[config.mk]
export PLATFORM = sky130hd
export DESIGN_NAME = postfix_stack_evaluator_unit
export DESIGN_NICKNAME = d
export VERILOG_FILES = /design/src/hw/rtl/psev_pkg.sv /design/src/hw/rtl/postfix_stack_evaluator_unit.sv /design/src/hw/rtl/psev_stack_ram.sv /design/src/hw/rtl/psev_divider.sv
export SDC_FILE = /design/constraint.sdc
export NUM_CORES = 2
export LEC_CHECK = 0
export ABC_AREA = 1
export BUFFER_PORTS_ARGS = -buffer_cell sky130_fd_sc_hd__clkbuf_2
export CAP_MARGIN = 40
export CORE_MARGIN = 2
export CORE_UTILIZATION = 55
export DETAILED_ROUTE_END_ITERATION = 12
export MAX_ROUTING_LAYER = met4
export PLACE_DENSITY_LB_ADDON = 0.12
export SETUP_SLACK_MARGIN = 0.5
export SLEW_MARGIN = 20
export SYNTH_ARGS = -nofsm -noshare
export SYNTH_HDL_FRONTEND = slang
export SYNTH_SLANG_ARGS = --single-unit
[constraint.sdc]
create_clock -name clk -period 10.3 [get_ports clk]
set_input_delay 1.545 -clock clk [delete_from_list [all_inputs] [get_ports clk]]
set_output_delay 1.545 -clock clk [all_outputs]
set_load 0.02 [all_outputs]
[src/hw/rtl/psev_pkg.sv]
// Shared types, constants and saturating arithmetic for the postfix stack evaluator.
package psev_pkg;

  localparam int VALUE_WIDTH = 32;
  localparam int FRAC_BITS   = 16;
  localparam int STACK_DEPTH = 16;

  localparam logic [2:0] MODE_NUM = 3'd0;
  localparam logic [2:0] MODE_ADD = 3'd1;
  localparam logic [2:0] MODE_SUB = 3'd2;
  localparam logic [2:0] MODE_MUL = 3'd3;
  localparam logic [2:0] MODE_DIV = 3'd4;
  localparam logic [2:0] MODE_END = 3'd5;

  localparam logic [2:0] ERR_NONE      = 3'd0;
  localparam logic [2:0] ERR_DIVZERO   = 3'd1;
  localparam logic [2:0] ERR_UNDERFLOW = 3'd2;
  localparam logic [2:0] ERR_FULL      = 3'd3;
  localparam logic [2:0] ERR_MALFORMED = 3'd4;

  localparam logic signed [VALUE_WIDTH-1:0] VAL_MAX = {1'b0, {(VALUE_WIDTH-1){1'b1}}};
  localparam logic signed [VALUE_WIDTH-1:0] VAL_MIN = {1'b1, {(VALUE_WIDTH-1){1'b0}}};

  typedef struct packed {
    logic [2:0]                    mode;
    logic signed [VALUE_WIDTH-1:0] operand_value;
  } token_t;

  typedef struct packed {
    logic [2:0]                    status;
    logic signed [VALUE_WIDTH-1:0] top_value;
    logic                          expression_done;
  } result_t;

  typedef enum logic [2:0] {
    ST_IDLE,
    ST_EXEC,
    ST_MUL,
    ST_DIV,
    ST_WB,
    ST_DONE
  } state_t;

  // Absolute value as an unsigned word; the most negative value maps onto itself.
  function automatic logic [VALUE_WIDTH-1:0] magnitude(input logic signed [VALUE_WIDTH-1:0] v);
    logic [VALUE_WIDTH-1:0] u;
    u = v;
    return v[VALUE_WIDTH-1] ? (~u + 1'b1) : u;
  endfunction

  // Signed result from sign and magnitude, clamped to the value range.
  function automatic logic signed [VALUE_WIDTH-1:0] sat_mag(input logic neg, input logic ovf,
                                                           input logic [VALUE_WIDTH-1:0] mag);
    logic big;
    big = ovf || (mag > VAL_MAX);
    if (neg) begin
      return big ? VAL_MIN : (~mag + 1'b1);
    end
    return big ? VAL_MAX : mag;
  endfunction

  function automatic logic signed [VALUE_WIDTH-1:0] add_sat(input logic signed [VALUE_WIDTH-1:0] a,
                                                           input logic signed [VALUE_WIDTH-1:0] b);
    logic [VALUE_WIDTH:0] s;
    s = {a[VALUE_WIDTH-1], a} + {b[VALUE_WIDTH-1], b};
    if (s[VALUE_WIDTH] != s[VALUE_WIDTH-1]) begin
      return s[VALUE_WIDTH] ? VAL_MIN : VAL_MAX;
    end
    return s[VALUE_WIDTH-1:0];
  endfunction

  function automatic logic signed [VALUE_WIDTH-1:0] sub_sat(input logic signed [VALUE_WIDTH-1:0] a,
                                                           input logic signed [VALUE_WIDTH-1:0] b);
    logic [VALUE_WIDTH:0] s;
    s = {a[VALUE_WIDTH-1], a} - {b[VALUE_WIDTH-1], b};
    if (s[VALUE_WIDTH] != s[VALUE_WIDTH-1]) begin
      return s[VALUE_WIDTH] ? VAL_MIN : VAL_MAX;
    end
    return s[VALUE_WIDTH-1:0];
  endfunction

endpackage

[src/hw/rtl/postfix_stack_evaluator_unit.sv]
// Top level of the postfix stack evaluator: token control, stack memory and arithmetic.
//
// Usage: each word on the token channel is one postfix token (a number to push,
// add, subtract, multiply, divide or end), carried with valid and ready. Each
// accepted token produces exactly one word on the result channel, giving the
// sticky status and the top of the stack, or on an end token the final result.
// Tokens are handled one at a time. Pushes, errors, end tokens and unused modes go
// straight from acceptance to the result state; add and subtract go through execute
// and write-back, multiply also through the multiply state, divide through the divide
// state, where the divider makes one quotient bit per cycle. The result appears as the
// next token can be taken. The operand stack lives in a synchronous memory; the top
// entry is also held in a register, so an operator reads only the deeper operand.
// Reset empties the stack and clears the error; memory contents are left as
// they were and are never read before being written. A result waits in the
// output register while the receiver stalls; the next token is accepted
// meanwhile and finishes its work, then holds until the output register frees.
module postfix_stack_evaluator_unit #(
  parameter int STACK_DEPTH = psev_pkg::STACK_DEPTH
) (
  input  logic              clk,
  input  logic              rst,
  input  logic              token_valid,
  output logic              token_ready,
  input  psev_pkg::token_t  token,
  output logic              result_valid,
  input  logic              result_ready,
  output psev_pkg::result_t result
);

  localparam int W  = psev_pkg::VALUE_WIDTH;
  localparam int F  = psev_pkg::FRAC_BITS;
  localparam int AW = $clog2(STACK_DEPTH);
  localparam int CW = $clog2(STACK_DEPTH + 1);

  psev_pkg::state_t state, state_next;

  logic [CW-1:0]       count;
  logic [CW-1:0]       count_m2;
  logic [2:0]          sticky;
  logic                end_flag;
  logic [2:0]          end_status;
  logic signed [W-1:0] end_value;
  logic signed [W-1:0] top;
  logic [2:0]          mode_q;
  logic signed [W-1:0] res_val;
  logic [2*W-1:0]      prod;
  logic                prod_neg;

  logic                accept;
  logic                no_err;
  logic                is_op;
  logic                op_go;
  logic                load_result;

  logic                mem_we;
  logic [AW-1:0]       mem_waddr;
  logic signed [W-1:0] mem_wdata;
  logic                mem_re;
  logic signed [W-1:0] mem_rdata;

  logic                div_start;
  logic                div_done;
  logic signed [W-1:0] div_quotient;

  // A token is taken only while the block is idle.
  assign token_ready = (state == psev_pkg::ST_IDLE);
  assign accept   = token_valid && token_ready;
  assign no_err   = (sticky == psev_pkg::ERR_NONE);
  assign is_op    = token.mode inside {psev_pkg::MODE_ADD, psev_pkg::MODE_SUB,
                                       psev_pkg::MODE_MUL, psev_pkg::MODE_DIV};
  assign count_m2 = count - CW'(2);

  // An operator proceeds to the arithmetic only with two entries and, for a
  // divide, a nonzero right operand (the cached top of the stack).
  assign op_go = accept && is_op && no_err && (count >= CW'(2)) &&
                 !((token.mode == psev_pkg::MODE_DIV) && (top == '0));

  always_comb begin
    state_next = state;
    case (state)
      psev_pkg::ST_IDLE: begin
        if (accept) begin
          state_next = op_go ? psev_pkg::ST_EXEC : psev_pkg::ST_DONE;
        end
      end
      psev_pkg::ST_EXEC: begin
        case (mode_q)
          psev_pkg::MODE_MUL: state_next = psev_pkg::ST_MUL;
          psev_pkg::MODE_DIV: state_next = psev_pkg::ST_DIV;
          default:            state_next = psev_pkg::ST_WB;
        endcase
      end
      psev_pkg::ST_MUL: state_next = psev_pkg::ST_WB;
      psev_pkg::ST_DIV: begin
        if (div_done) begin
          state_next = psev_pkg::ST_WB;
        end
      end
      psev_pkg::ST_WB:  state_next = psev_pkg::ST_DONE;
      psev_pkg::ST_DONE: begin
        if (!result_valid || result_ready) begin
          state_next = psev_pkg::ST_IDLE;
        end
      end
      default: state_next = psev_pkg::ST_IDLE;
    endcase
  end

  // Memory ports and handshakes. Only one token is in flight, so a read and a
  // write to the same entry never overlap and no forwarding is needed.
  always_comb begin
    mem_we      = 1'b0;
    mem_waddr   = count[AW-1:0];
    mem_wdata   = token.operand_value;
    mem_re      = 1'b0;
    div_start   = 1'b0;
    load_result = 1'b0;
    case (state)
      psev_pkg::ST_IDLE: begin
        mem_re      = op_go;
        mem_we      = accept && (token.mode == psev_pkg::MODE_NUM) && no_err &&
                      (count != CW'(STACK_DEPTH));
      end
      psev_pkg::ST_EXEC: begin
        div_start = (mode_q == psev_pkg::MODE_DIV);
      end
      psev_pkg::ST_WB: begin
        mem_we    = 1'b1;
        mem_waddr = count_m2[AW-1:0];
        mem_wdata = res_val;
      end
      psev_pkg::ST_DONE: begin
        load_result = !result_valid || result_ready;
      end
      default: begin
      end
    endcase
  end

  always_ff @(posedge clk) begin
    if (rst) begin
      state        <= psev_pkg::ST_IDLE;
      count        <= '0;
      sticky       <= psev_pkg::ERR_NONE;
      end_flag     <= 1'b0;
      result_valid <= 1'b0;
    end else begin
      state <= state_next;

      if (accept) begin
        end_flag <= (token.mode == psev_pkg::MODE_END);
        if (token.mode == psev_pkg::MODE_END) begin
          count  <= '0;
          sticky <= psev_pkg::ERR_NONE;
        end else if (no_err && (token.mode == psev_pkg::MODE_NUM)) begin
          if (count == CW'(STACK_DEPTH)) begin
            sticky <= psev_pkg::ERR_FULL;
          end else begin
            count <= count + 1'b1;
          end
        end else if (no_err && is_op) begin
          if (count < CW'(2)) begin
            sticky <= psev_pkg::ERR_UNDERFLOW;
          end else if (!op_go) begin
            sticky <= psev_pkg::ERR_DIVZERO;
          end
        end
      end

      if (state == psev_pkg::ST_WB) begin
        count <= count - 1'b1;
      end

      if (load_result) begin
        result_valid <= 1'b1;
      end else if (result_ready) begin
        result_valid <= 1'b0;
      end
    end
  end

  // Datapath registers.
  always_ff @(posedge clk) begin
    if (accept) begin
      mode_q     <= token.mode;
      end_status <= (no_err && (count != CW'(1))) ? psev_pkg::ERR_MALFORMED : sticky;
      end_value  <= (no_err && (count == CW'(1))) ? top : '0;
      if ((token.mode == psev_pkg::MODE_NUM) && no_err && (count != CW'(STACK_DEPTH))) begin
        top <= token.operand_value;
      end
    end

    if (state == psev_pkg::ST_EXEC) begin
      case (mode_q)
        psev_pkg::MODE_ADD: res_val <= psev_pkg::add_sat(mem_rdata, top);
        psev_pkg::MODE_SUB: res_val <= psev_pkg::sub_sat(mem_rdata, top);
        default: begin
        end
      endcase
      prod     <= {{W{1'b0}}, psev_pkg::magnitude(mem_rdata)} *
                  {{W{1'b0}}, psev_pkg::magnitude(top)};
      prod_neg <= mem_rdata[W-1] ^ top[W-1];
    end

    // The product keeps its fraction width after a shift; anything above one
    // word's worth of integer bits is overflow.
    if (state == psev_pkg::ST_MUL) begin
      res_val <= psev_pkg::sat_mag(prod_neg, |prod[2*W-1:W+F], prod[W+F-1:F]);
    end

    if ((state == psev_pkg::ST_DIV) && div_done) begin
      res_val <= div_quotient;
    end

    if (state == psev_pkg::ST_WB) begin
      top <= res_val;
    end

    if (load_result) begin
      if (end_flag) begin
        result.status          <= end_status;
        result.top_value       <= end_value;
        result.expression_done <= 1'b1;
      end else begin
        result.status          <= sticky;
        result.top_value       <= (count != '0) ? top : '0;
        result.expression_done <= 1'b0;
      end
    end
  end

  psev_stack_ram #(
    .DEPTH (STACK_DEPTH),
    .AW    (AW)
  ) u_stack_ram (
    .clk   (clk),
    .we    (mem_we),
    .waddr (mem_waddr),
    .wdata (mem_wdata),
    .re    (mem_re),
    .raddr (count_m2[AW-1:0]),
    .rdata (mem_rdata)
  );

  psev_divider u_divider (
    .clk          (clk),
    .rst          (rst),
    .start        (div_start),
    .dividend_mag (psev_pkg::magnitude(mem_rdata)),
    .divisor_mag  (psev_pkg::magnitude(top)),
    .neg          (mem_rdata[W-1] ^ top[W-1]),
    .done         (div_done),
    .quotient     (div_quotient)
  );

endmodule

[src/hw/rtl/psev_stack_ram.sv]
// Operand stack storage: one write port and one registered read port.
module psev_stack_ram #(
  parameter int DEPTH = psev_pkg::STACK_DEPTH,
  parameter int AW    = $clog2(DEPTH)
) (
  input  logic                                  clk,
  input  logic                                  we,
  input  logic [AW-1:0]                         waddr,
  input  logic signed [psev_pkg::VALUE_WIDTH-1:0] wdata,
  input  logic                                  re,
  input  logic [AW-1:0]                         raddr,
  output logic signed [psev_pkg::VALUE_WIDTH-1:0] rdata
);

  logic signed [psev_pkg::VALUE_WIDTH-1:0] mem [DEPTH];

  always_ff @(posedge clk) begin
    if (we) begin
      mem[waddr] <= wdata;
    end
  end

  always_ff @(posedge clk) begin
    if (re) begin
      rdata <= mem[raddr];
    end
  end

endmodule

[src/hw/rtl/psev_divider.sv]
// Restoring divider for signed fixed-point values, one quotient bit per cycle.
module psev_divider (
  input  logic                                    clk,
  input  logic                                    rst,
  input  logic                                    start,
  input  logic [psev_pkg::VALUE_WIDTH-1:0]        dividend_mag,
  input  logic [psev_pkg::VALUE_WIDTH-1:0]        divisor_mag,
  input  logic                                    neg,
  output logic                                    done,
  output logic signed [psev_pkg::VALUE_WIDTH-1:0] quotient
);

  localparam int W  = psev_pkg::VALUE_WIDTH;
  localparam int F  = psev_pkg::FRAC_BITS;
  localparam int CW = $clog2(W + 1);

  logic [W-1:0]  rem;
  logic [W-1:0]  shreg;
  logic [W-1:0]  quo;
  logic [W-1:0]  divisor;
  logic [CW-1:0] cnt;
  logic          ovf;
  logic          neg_q;
  logic [W:0]    trial;
  logic [W-1:0]  top_bits;

  // The dividend is the magnitude shifted up by the fraction width. Its top
  // fraction-width bits seed the remainder; if they already reach the divisor,
  // the quotient cannot fit in one word and saturates.
  assign top_bits = W'(dividend_mag >> (W - F));
  assign trial    = {rem, shreg[W-1]};

  always_ff @(posedge clk) begin
    if (rst) begin
      cnt  <= '0;
      done <= 1'b0;
    end else begin
      done <= (cnt == CW'(1));
      if (start) begin
        cnt <= CW'(W);
      end else if (cnt != '0) begin
        cnt <= cnt - 1'b1;
      end
    end
  end

  always_ff @(posedge clk) begin
    if (start) begin
      rem     <= top_bits;
      shreg   <= dividend_mag << F;
      divisor <= divisor_mag;
      ovf     <= (top_bits >= divisor_mag);
      neg_q   <= neg;
      quo     <= '0;
    end else if (cnt != '0) begin
      shreg <= shreg << 1;
      if (trial >= {1'b0, divisor}) begin
        rem <= W'(trial - {1'b0, divisor});
        quo <= {quo[W-2:0], 1'b1};
      end else begin
        rem <= trial[W-1:0];
        quo <= {quo[W-2:0], 1'b0};
      end
    end
  end

  assign quotient = psev_pkg::sat_mag(neg_q, ovf, quo);

endmodule

[After elaboration in Yosys (flattened, before gate mapping)]
Memories as Yosys holds them, arrays and structs flattened. A register that Yosys moved wholly into a read port is not among the register bits.
Index checks and enable logic that the tools add are counted.
Storage, ports and cells
  register bits: 337
  memory bits (writable): 512
  input port bits: 39
  output and inout bits: 38
  word-level logic and storage cells: 187
  memories: 1
Memories
  u_stack_ram.mem: depth 16, width 32, rd ports 1, clocked after memory_dff 1, write ports 1, RTL line psev_stack_ram.sv:15  | logic signed [psev_pkg::VALUE_WIDTH-1:0] mem [DEPTH];
Cells by class
  add/subtract/negate cells: 11
  multiply operators: 1
  magnitude comparators: 6
  equality and inequality tests: 27
  mux-type cells: 69
  bitwise gates (word level): 5
  reduce and logical (&&, ||, !) cells: 42
Operator list (count)
  32-bit 2-to-1 mux: 27
  32-bit by 1-bit adder with 32-bit output, second input constant: 4
  32-bit NOT: 4
  32-bit by 31-bit > comparator with 1-bit output, second input constant: 2
  32-bit by 32-bit multiplier with 64-bit output: 1
  32-bit case mux with 2 select lines: 1
  36-bit 2-to-1 mux: 1
  32-bit by 32-bit adder with 33-bit output: 1
  33-bit by 32-bit >= comparator with 1-bit output: 1
  32-bit by 32-bit subtractor with 33-bit output: 1
  16-bit by 32-bit >= comparator with 1-bit output: 1
  32-bit logical NOT: 1
  16-bit 2-to-1 mux: 2
  32-bit subtractor: 1
  3-bit 2-to-1 mux: 10
  5-bit 2-to-1 mux: 5
  3-bit by 2-bit equality test with 1-bit output, second input constant: 6
  3-bit case mux with 6 select lines: 1
  1-bit 2-to-1 mux: 17
  16-bit OR reduction: 1
  3-bit equality test, second input constant: 5
  1-bit logical AND: 15
  6-bit 2-to-1 mux: 2
  3-bit by 1-bit equality test with 1-bit output, second input constant: 3
  32 further kinds: 48

[Depth between registers and ports, before layout]
  depth after elaboration: 11
  mapped depth: 46
  gate-level depth less buffers: 43

[By module]
Synthesis repeated with hierarchy kept, for this count alone.
Unflattened totals
  cell total of the unflattened synthesis: 9895
  area, all modules: 81301.7 µm²
Modules (own cells, without submodules)
  postfix_stack_evaluator_unit: times used 1, cells each 6556, area each 49746.5 µm², seq. area each 5855.6 µm²
  psev_stack_ram: times used 1, cells each 2120, area each 23050.9 µm², seq. area each 16335.7 µm²
  psev_divider: times used 1, cells each 1219, area each 8504.4 µm², seq. area each 3083.0 µm²

[Worst setup path before layout]
No wires, ideal clock.
  path kind: flip-flop to flip-flop
  from: register u_stack_ram.rdata[0] (netlist name), read port of u_stack_ram.mem
  to: register prod[46] (data pin)
  library setup time: 0.259 ns
  arrival: 8.235 ns
  required time: 10.041 ns
  setup slack: 1.807 ns
  stages on the path, launching flop included: 42
  path buffers: 3
  clock period less this slack: 8.493 ns
  cells stage by stage: edfxtp_1 -> buf_6 -> inv_6 -> clkbuf_1 -> ha_1 -> inv_1 -> nor3_2 -> nand2_1 -> nor3_4 -> nand2_2 -> nor2_2 -> nand2_2 -> nor2_2 -> nor2_1 -> xor2_1 -> inv_2 -> buf_2 -> nor2_1 -> [... 6 more ...] -> fa_1 -> inv_1 -> fa_1 -> inv_1 -> fa_1 -> fa_1 -> ha_1 -> nand2_1 -> nor2_1 -> inv_1 -> nor2_1 -> nand4_1 -> o21ai_0 -> nand2_1 -> nand2_1 -> nand3_1 -> nand2_1 -> xor2_1
On the way
  word-level cells in the longest chain between the ends: 4
RTL lines
  start: declaration: RTL line psev_stack_ram.sv:12  | output logic signed [psev_pkg::VALUE_WIDTH-1:0] rdata
  32-bit NOT: RTL line psev_pkg.sv:48  | return v[VALUE_WIDTH-1] ? (~u + 1'b1) : u;
  32-bit by 1-bit adder with 32-bit output: RTL line psev_pkg.sv:48
  32-bit 2-to-1 mux *: RTL line psev_pkg.sv:48
  32-bit by 32-bit multiplier with 64-bit output *: RTL line postfix_stack_evaluator_unit.sv:200  | prod <= {{W{1'b0}}, psev_pkg::magnitude(mem_rdata)} *
  end signal: assignment: RTL line postfix_stack_evaluator_unit.sv:200
  end: declaration: RTL line postfix_stack_evaluator_unit.sv:46  | logic [2*W-1:0] prod;
Mark *: on every way between the ends. The rest lies on a longest branch, timed or not.
A chain may end at the register's enable or synchronous reset.

[Worst setup path after layout]
  from: register top[17]
  to: register prod[53] (data pin)
On the way
  word-level cells in the longest chain between the ends: 4
RTL lines
  start: declaration: RTL line postfix_stack_evaluator_unit.sv:43  | logic signed [W-1:0] top;
  start signal: assignment: RTL line postfix_stack_evaluator_unit.sv:189  | top <= token.operand_value;
  start signal: assignment: RTL line postfix_stack_evaluator_unit.sv:216  | top <= res_val;
  32-bit NOT: RTL line psev_pkg.sv:48
  32-bit by 1-bit adder with 32-bit output: RTL line psev_pkg.sv:48
  32-bit 2-to-1 mux *: RTL line psev_pkg.sv:48
  32-bit by 32-bit multiplier with 64-bit output *: RTL line postfix_stack_evaluator_unit.sv:200
Marks and branches as above.

==> results <==
- The startpoint kind of the worst setup timing path is a flop.
- The number of global-route vias before repair is 63700.
- The mean instance size in the synthesized netlist is 8.72 um^2.
- After clock tree synthesis, the clock-pin slew on the worst setup and hold paths is 0.06 ns.
- The die extent in y is 380 um.
- Based on the critical path, the design can be clocked at up to 0.105 GHz.
- The aggregate negative setup slack is 0 ns.
- During placement, the flow inserted port buffers numbering 76.
- The most used cell along the critical path is sky130_fd_sc_hd__fa_1.
- After technology mapping, the gate count stands at 8935.
- The average wire length per cell after detail routing is 26.5 um.
- The number of rows in the core area is 138.
- The total count of max-transition violations in the final report is 0.
- The worst reg-to-reg setup slack is 0.81 ns.
- The top-level port count is 77.
- Summing the sequential cell areas from Yosys gives 32.4% of the chip area.
- The count of unresolved DRC violations after routing is 0.
- Dividing the final minimum period by the clock period gives 92.1%.
- The number of clock buffers inserted by TritonCTS is 92.
- Of all nets on the critical path, the largest fanout is 16.
- The worst stage delay on the critical path is 0.71 ns.
- The critical path startpoint is top[17].
- Setup violations remaining at the end of the flow were counted as 0.
- The synthesized netlist occupies a cell area of 0.0779 mm^2.
- The most common cell after layout, fill and taps aside is sky130_fd_sc_hd__nand2_1.
- The most used flip-flop cell after synthesis is sky130_fd_sc_hd__edfxtp_1.
- The root cell of the clock tree is sky130_fd_sc_hd__clkbuf_16.
- The count of unique library cells instantiated by Yosys is 67.
- The latest clock arrival within the worst-skew pair is 0.76 ns.
- Setup repair after global routing could not meet its margin everywhere.
- The region available for standard cell placement spans 0.141 mm^2.
- The level count of the clock H-tree is 3.
- The start point of the worst hold path is u_divider.cnt[0].
- The leftover overflow at the end of global routing is 0.
- After the first detailed-routing iteration, the DRC count stood at 8225.
- The routability-driven placement congestion ratio is 1.05.
- For the finished layout, the period the worst path requires is 9.49 ns.
- The run finished with clean final reports.
- The total iterations of the first detailed-routing run is 8.
- The overall die width is 380 um.
- The detailed-route vias per instance is 5.93.
- The sum of routed wire length over all layers is 289 mm.
- In the final layout, the share of cells above drive strength 1 is 6.21%.
- Once the floorplan was initialized, standard cells occupied 55.2% of the core.
- Entering global routing, the biggest net connects 93 pins.
- At the worst endpoint, the arrival time is 9.94 ns.
- The yosys synthesis warning count is 0.
- The transition time of the tightest slew-check pin is 0.893 ns.
- The path class of the tightest hold or removal check is reg2reg.
- The worst register-to-register path begins at top[17].
- The remaining antenna violation count is 0.
- The floorplan step defined a die boundary enclosing 0.145 mm^2.
- The layout overhead on the synthesized area is 8.36%.
- Across every metal layer, demand over resource in global routing totals 41.4%.
- The share of synthesized flip-flops with an asynchronous set or reset is 0%.
- The clock drives 864 sinks.
- The total of max-cap violations is 0.
- The final number of hold-violating endpoints is 0.
- The endpoint required time on the critical path is 10.75 ns.
- The via count is 64800.
- The worst pin sits at a relative slew slack of 40.5%.
- Fill cells in the final layout number 12600.
- The TritonCTS clock tree is built.
- The synthesized design contains 797 enable-type register cells.
- The worst setup path is captured at a flop.
- The initial antenna violation count came to 16.
- The worst setup skew after layout is 0.0919 ns.
- The top cell types in the final layout, fill and taps aside, are sky130_fd_sc_hd__nand2_1, sky130_fd_sc_hd__inv_1, sky130_fd_sc_hd__nor2_1, sky130_fd_sc_hd__fa_1, sky130_fd_sc_hd__edfxtp_1.
- By startpoint and endpoint, the worst setup path is classified as reg2reg.
- The total of flip-flops plus latches after synthesis is 864.
- After the last flow step, the layout net total stands at 10300.
- The number of nets handed over by synthesis was 10300.
- The first global-routing pass estimated 425 mm of wire.
- The longest clock path from root to sink contains 3 buffers.
- Detailed placement finished with a half-perimeter wire length of 223 mm.
- The standard cell with the maximum stage delay on the critical path is sky130_fd_sc_hd__edfxtp_1.
- The path depth of the worst reg2reg path is 34.
- The worst hold slack across all endpoints is 0.493 ns.
- The number of cells on the worst hold path is 2.
==> synth_stat cells, types with 34 or more instances <==
library cell / number / area, um^2
sky130_fd_sc_hd__xnor2_1: 36 / 315
sky130_fd_sc_hd__nand4_1: 53 / 332
sky130_fd_sc_hd__nor3_1: 72 / 360
sky130_fd_sc_hd__buf_2: 70 / 350
sky130_fd_sc_hd__o221ai_1: 97 / 850
sky130_fd_sc_hd__inv_1: 1506 / 5650
sky130_fd_sc_hd__xor2_1: 133 / 1160
sky130_fd_sc_hd__fa_1: 898 / 18000
sky130_fd_sc_hd__nand2_1: 1851 / 6950
sky130_fd_sc_hd__a21oi_1: 281 / 1410
sky130_fd_sc_hd__edfxtp_1: 797 / 23900
sky130_fd_sc_hd__nand3_1: 284 / 1420
sky130_fd_sc_hd__ha_1: 402 / 5030
sky130_fd_sc_hd__nor2_1: 1216 / 4560
sky130_fd_sc_hd__clkbuf_1: 279 / 1050
sky130_fd_sc_hd__o22ai_1: 34 / 213
sky130_fd_sc_hd__o211ai_1: 44 / 330
sky130_fd_sc_hd__o21ai_0: 511 / 2560
sky130_fd_sc_hd__dfxtp_1: 67 / 1340
==> per-stage QoR <==
step / instance area [um^2] / utilization, % / worst slack [ns] / std cells
2_1_floorplan: 77900 / - / 1.81 / 8935
3_3_place_gp: 80700 / 57.2 / 0.732 / 10700
3_5_place_dp: 81100 / 57.5 / 0.766 / 10700
4_1_cts: 84200 / 59.7 / 0.754 / 10900
5_1_grt: 84400 / 59.8 / 0.499 / 10900
6_report: 84400 / 59.9 / 0.810 / 10900
==> worst max-delay path: cells and delay by family (launching register included) <==
family	cells	cell delay, ns
adders and majority gates	9	4.06
AOI/OAI and AO/OA	5	1.13
DFF	1	0.71
buffers and inverters	8	1.49
and+or+nand+nor	12	1.83
==> state kept, by name, summed over array words and instances, names as in the netlist, 2 cells and up <==
register	count
top	32
prod	48
u_stack_ram.rdata	32
result	36
res_val	32
mode_q	3
end_value	32
u_divider.cnt	6
u_divider.quo	32
sticky	2
end_status	3
u_divider.divisor	32
u_stack_ram.mem	512
u_divider.shreg	16
state	3
count	5
u_divider.rem	32
==> logic make-up (layout without fill, tap and decap cells) <==
group,count (synthesis),after routing,synth area share [%]
flip-flops,864,864,32.4
buffers and inverters,1927,2006,9.56
AND/OR/NAND/NOR,3587,3587,18.5
adder cells (fa/ha/maj),1300,1300,29.5
multiplexers,1,1,0.0128
AO/OA/AOI/OAI,1084,1084,8.00
XOR/XNOR,172,172,1.99
other,0,13,0
==> final timing paths <==
kind / end
setup reg to reg: prod[53]
hold / removal: u_divider.cnt[0]
hold reg to reg: u_divider.cnt[0]
setup / recovery: prod[53]
==> metal layers <==
layer | global-route usage [%] | part of all wire [%] | wire, um
met4 | 16.2 | 4.7 | 13700
met5 | - | 0 | 0
met2 | 57.2 | 41 | 120000
met1 | 58.2 | 40 | 117000
met3 | 11.0 | 13 | 39000
==> timing repair <==
item	in CTS	in global routing
hold buffers	0	0
setup buffers	0	1
endpoints found under the setup margin	0	17
gates resized for setup	0	12
==> cell type report <==
| cell class | count | area [um^2] | share of cell area (%) |
|---|---|---|---|
| clock buffers | 128 | 2540 | 3.01 |
| inverters | 1538 | 5800 | 6.87 |
| repair buffers | 296 | 2360 | 2.80 |
| well taps | 1890 | 2360 | 2.80 |
| clock inverters | 44 | 557 | 0.659 |
| multi-input cells | 6144 | 45500 | 53.9 |
| diodes | 13 | 32.5 | 0.0385 |
| flip-flops and latches | 864 | 25300 | 29.9 |
Power is not shown: default switching activity piles up to over one toggle a cycle in this logic, so the estimate is an artifact.
